==> src/bbx_pkg.sv <==
package bbx_pkg;

  localparam int unsigned CoordW = 32;
  localparam int unsigned ProdW  = 2 * CoordW;
  // Product after the Q16.16 realignment, plus one bit for the offset add.
  localparam int unsigned FracW  = 16;
  localparam int unsigned WidenW = ProdW - FracW + 1;
  // Bound plus or minus the widening amount.
  localparam int unsigned SumW   = WidenW + 1;
  localparam int unsigned NumAxes = 3;

  typedef logic signed [CoordW-1:0] coord_t;
  typedef logic signed [ProdW-1:0]  prod_t;
  typedef logic signed [WidenW-1:0] widen_t;
  typedef logic signed [SumW-1:0]   sum_t;

  localparam coord_t BoundMax = {1'b0, {(CoordW-1){1'b1}}};
  localparam coord_t BoundMin = {1'b1, {(CoordW-1){1'b0}}};

  typedef enum logic [1:0] {
    CFG_BIAS_ENABLE = 2'd0,
    CFG_BIAS_SCALE  = 2'd1,
    CFG_BIAS_OFFSET = 2'd2
  } cfg_reg_e;

  typedef logic [1:0] cfg_idx_t;

  typedef struct packed {
    logic   enable;
    coord_t scale;
    coord_t offset;
  } bias_cfg_t;

  // Point transfer and per-stage load enables shared by all lanes.
  typedef struct packed {
    logic fire;
    logic last;
    logic ld_mul;
    logic ld_widen;
  } lane_ctrl_t;

  // Clamp a wide signed value to the signed 32-bit range.
  function automatic coord_t sat_coord(sum_t v);
    coord_t r;
    if (v[SumW-1:CoordW-1] == {(SumW-CoordW+1){v[SumW-1]}}) begin
      r = v[CoordW-1:0];
    end else if (v[SumW-1]) begin
      r = BoundMin;
    end else begin
      r = BoundMax;
    end
    return r;
  endfunction

endpackage

==> src/bbx_if.sv <==


interface bbx_box_if;
  logic            valid;
  logic            ready;
  bbx_pkg::coord_t min_x;
  bbx_pkg::coord_t min_y;
  bbx_pkg::coord_t min_z;
  bbx_pkg::coord_t max_x;
  bbx_pkg::coord_t max_y;
  bbx_pkg::coord_t max_z;

  modport source (output valid, min_x, min_y, min_z, max_x, max_y, max_z, input ready);
  modport sink   (input valid, min_x, min_y, min_z, max_x, max_y, max_z, output ready);
endinterface


==> src/bbx_merge.sv <==
module bbx_merge (
  input  logic                  clk_i,
  input  logic                  rst_ni,
  input  logic                  valid_i,
  output logic                  ready_o,
  input  bbx_pkg::coord_t [2:0] lo_i,
  input  bbx_pkg::coord_t [2:0] hi_i,
  bbx_box_if.source             box_o
);
  import bbx_pkg::*;

  logic   valid_q, valid_d;
  coord_t [2:0] lo_q, hi_q;

  assign ready_o = !valid_q || box_o.ready;
  assign valid_d = ready_o ? valid_i : valid_q;

  always_ff @(posedge clk_i or negedge rst_ni) begin
    if (!rst_ni) begin
      valid_q <= 1'b0;
    end else begin
      valid_q <= valid_d;
    end
  end

  always_ff @(posedge clk_i) begin
    if (valid_i && ready_o) begin
      lo_q <= lo_i;
      hi_q <= hi_i;
    end
  end

  assign box_o.valid = valid_q;
  assign box_o.min_x = lo_q[0];
  assign box_o.min_y = lo_q[1];
  assign box_o.min_z = lo_q[2];
  assign box_o.max_x = hi_q[0];
  assign box_o.max_y = hi_q[1];
  assign box_o.max_z = hi_q[2];

endmodule

==> src/flat_wrapper.sv <==
// flat-port wrapper written by rule: the top's interface ports become plain ports
module bbx_merge_flat import bbx_pkg::*;
  (clk_i, rst_ni, valid_i, ready_o, lo_i, hi_i, box_o_valid, box_o_min_x, box_o_min_y, box_o_min_z, box_o_max_x, box_o_max_y, box_o_max_z, box_o_ready);
  bbx_box_if box_o_i ();
  input  logic clk_i;
  input  logic rst_ni;
  input  logic valid_i;
  output logic ready_o;
  input  bbx_pkg::coord_t [2:0] lo_i;
  input  bbx_pkg::coord_t [2:0] hi_i;
  output wire logic [$bits(box_o_i.valid)-1:0] box_o_valid;
  output wire logic [$bits(box_o_i.min_x)-1:0] box_o_min_x;
  output wire logic [$bits(box_o_i.min_y)-1:0] box_o_min_y;
  output wire logic [$bits(box_o_i.min_z)-1:0] box_o_min_z;
  output wire logic [$bits(box_o_i.max_x)-1:0] box_o_max_x;
  output wire logic [$bits(box_o_i.max_y)-1:0] box_o_max_y;
  output wire logic [$bits(box_o_i.max_z)-1:0] box_o_max_z;
  input wire logic [$bits(box_o_i.ready)-1:0] box_o_ready;
  assign box_o_valid = box_o_i.valid;
  assign box_o_min_x = box_o_i.min_x;
  assign box_o_min_y = box_o_i.min_y;
  assign box_o_min_z = box_o_i.min_z;
  assign box_o_max_x = box_o_i.max_x;
  assign box_o_max_y = box_o_i.max_y;
  assign box_o_max_z = box_o_i.max_z;
  assign box_o_i.ready = box_o_ready;
  bbx_merge u_core (.clk_i(clk_i), .rst_ni(rst_ni), .valid_i(valid_i), .ready_o(ready_o), .lo_i(lo_i), .hi_i(hi_i), .box_o(box_o_i));
endmodule
==> config.mk <==
export PLATFORM = sky130hd
export DESIGN_NAME = bbx_merge_flat
export DESIGN_NICKNAME = d
export VERILOG_FILES = /design/src/bbx_pkg.sv /design/src/bbx_if.sv /design/src/bbx_merge.sv /design/src/flat_wrapper.sv
export SDC_FILE = /design/constraint.sdc
export NUM_CORES = 1
export LEC_CHECK = 0
export ABC_AREA = 1
export BUFFER_PORTS_ARGS = -buffer_cell sky130_fd_sc_hd__buf_4
export CAP_MARGIN = 20
export CORE_MARGIN = 3
export CORE_UTILIZATION = 27
export DETAILED_ROUTE_END_ITERATION = 12
export PLACE_DENSITY = 0.65
export SKIP_LAST_GASP = 1
export SLEW_MARGIN = 20
export SYNTH_ARGS = -nofsm -noshare
export SYNTH_HDL_FRONTEND = slang
export SYNTH_SLANG_ARGS = --single-unit
==> constraint.sdc <==
create_clock -name clk_i -period 16.65 [get_ports clk_i]
set_input_delay 1.665 -clock clk_i [delete_from_list [all_inputs] [get_ports clk_i]]
set_output_delay 1.665 -clock clk_i [all_outputs]
set_load 0.01 [all_outputs]
==> out/results.tsv <==
stage	metric	value	unit
placed_design	IO Port Bufs	389	
cells_and_area	Area growth syn-to-layout	66.1	%
critical_path	Setup CP Type	in2out	
clock_tree	setup bufs post-CTS	0	
cells_and_area	layout cell share with drive strength beyond 1	0.679	
synthesis	proportion of netlist area held by the largest area contributor	0.992	
synthesis	Synth Instances	198	
critical_path	CP Capture Type	primary output	
synthesis	post-synth top area cell	edfxtp_1	
die	Starting Density	0.276	
timing	setup TNS	0	ns
clock_tree	clk buf depth	2	
placed_design	GPL Wtd Cong	0.887	
timing	RSZ-0062 raised after global routing	false	
synthesis	post-synthesis sequential area ratio	0.997	
critical_path	worst path arrival time	2.10	ns
drt	DRC viols	0	
critical_path	worst-path fanout max	2	
timing	Max Freq	265	MHz
synthesis	cell area after synthesis	5810	um2
global_route	GR Util All Layers	0.129	
global_route	first-pass GRT wire length	22.7	mm
synthesis	ranking of synthesized cells by area	edfxtp_1 99%, dfrtp_1 0.43%, inv_1 0.13%	
global_route	grt total ovfl	0	
clock_tree	CTS tree	yes	
timing	minimum clock period	3.77	ns
timing	relative slew slack	0.326	
clock_tree	Hold-fix buffers, CTS	0	
pwr	leakage power	4.01	nW
clock_tree	count of cells resized by post-cts repair	0	
pwr	pwr dens	109	nW/um2
timing	Final Max Slew Viols	0	
timing	Worst-Margin Slew	1.01	ns
global_route	antenna violations before repair	0	
cells_and_area	antenna fix cells	0	
critical_path	CP Launch Type	input port	
clock_tree	Skew-Pair Late Insertion Delay	0.42	ns
timing	final setup violation count	0	
drt	First-pass DRT Iterations	4	
critical_path	Req. time, crit path	14.98	ns
drt	WL per Instance	17.5	um
synthesis	Yosys cell types	5	
global_route	number of global-route vias before repair	3842	
drt	Vias/cell	3.94	
die	Die Height	153	um
global_route	largest net degree at the start of global routing	91	
hold_path	Min-Delay Path Class	reg2reg	
clock_tree	CTS buffer count	17	
timing	Final Hold Fails	0	
clock_tree	clk slew on worst S/H paths	0.07	ns
synthesis	Yosys Warn Count	0	
synthesis	Synthesized Nets	394	
run	max-cap violations	0	
cells_and_area	filler cell count	1855	
die	Die Wd	153	um
die	FP Rows	53	
pwr	VDD IR max	59.9	uV
die	DIE AREA	23300	um2
die	I/O pins	390	
drt	routed via count	3526	
synthesis	mean post-synth cell area	29.3	um2
clock_tree	Root Buffer	clkbuf_16	
pwr	power consumption	1.05	mW
cells_and_area	Final nets	804	
clock_tree	H-Tree Depth	4	
timing	final worst path period share	0.226	
drt	Routed Antenna Nets	0	
drt	Routed WL	15.7	mm
timing	Clock Skew	0.00657	ns
die	Core ar.	21100	um2
cells_and_area	post-layout util	0.458	
synthesis	FF+latch count, synth	193	
drt	number of DRC markers in iteration 0	177	
clock_tree	clock sinks	193	
run_status	status	finished, final reports clean	
==> layout make-up <==
cell class	instances	area, um2	area share
well taps	275	344	0.0356
repair buffers	391	2940	0.304
multi-input cells	3	23.8	0.00246
clock buffers	19	433	0.0448
clock inverters	12	115	0.0119
flip-flops and latches	193	5790	0.600
inverters	2	7.51	0.000778
==> path summary, 6_finish.rpt <==
| kind | from | endpoint | slack [ns] | depth (start not counted) |
|---|---|---|---|---|
| setup / recovery | box_o_ready | ready_o | 12.88 | 4 |
| hold / removal | u_core.box_o.valid | u_core.box_o.valid | 0.59 | 2 |
| setup reg to reg | u_core.box_o.valid | u_core.box_o.max_y[25] | 14.33 | 2 |
| hold reg to reg | u_core.box_o.valid | u_core.box_o.valid | 0.59 | 2 |
| max in group asynchronous | rst_ni | u_core.box_o.valid | 15.56 | 1 |
| min in group asynchronous | rst_ni | u_core.box_o.valid | 1.01 | 1 |
==> critical path: stages <==
cell and delay, ns:
buf_4 0.11, inv_1 0.10, nand2_1 0.08, buf_4 0.16
==> per-stage QoR <==
stage / setup WS (ns) / std cells / cell area, um2 / hold WS [ns]
5_1_grt: 12.85 / 895 / 9650 / 0.639
3_5_place_dp: 12.83 / 864 / 9100 / 0.574
2_1_floorplan: 4.92 / 198 / 5810 / 0.609
3_3_place_gp: 12.87 / 864 / 9100 / 0.581
4_1_cts: 12.88 / 895 / 9650 / 0.594
6_report: 12.88 / 895 / 9650 / 0.586
==> sequential cells by signal, indices dropped and copies added (netlist names) <==
signal / cells
u_core.box_o.valid: 1
u_core.box_o.max_x: 32
u_core.box_o.min_x: 32
u_core.box_o.min_y: 32
u_core.box_o.max_y: 32
u_core.box_o.min_z: 32
u_core.box_o.max_z: 32
==> cells in the mapped netlist (all sizes together) <==
library cell	instances
dfrtp	1
a21oi	1
nand2	2
inv	2
edfxtp	192
==> metal layers <==
metal,global-route usage,wire length [um]
met5,0,0
met2,0.226,8300
met1,0.136,5360
met3,0.0642,1820
met4,0.0407,198
==> cell families (layout without fill, tap and decap cells) <==
group,count (synthesis),after routing,synth area share
AO/OA/AOI/OAI,1,1,0.000861
buffers and inverters,2,424,0.00129
flip-flops,193,193,0.997
AND/OR/NAND/NOR,2,2,0.00129
==> report_power, final <==
part	switching, mW	internal [mW]	total [mW]
Clock	0.178	0.197	0.375
Sequential	0.00806	0.567	0.575
Combinational	0.0430	0.0580	0.101
==> layout by cell type (no fill, tap or decap), types with 2 or more instances in the layout <==
cell,netlist,final
nand2_1,2,2
edfxtp_1,192,192
buf_4,0,390
inv_6,0,3
inv_1,2,2
clkbuf_1,0,2
inv_8,0,4
clkbuf_16,0,17
clkinv_4,0,5
No activity file was read; power rests on OpenSTA's default activity.
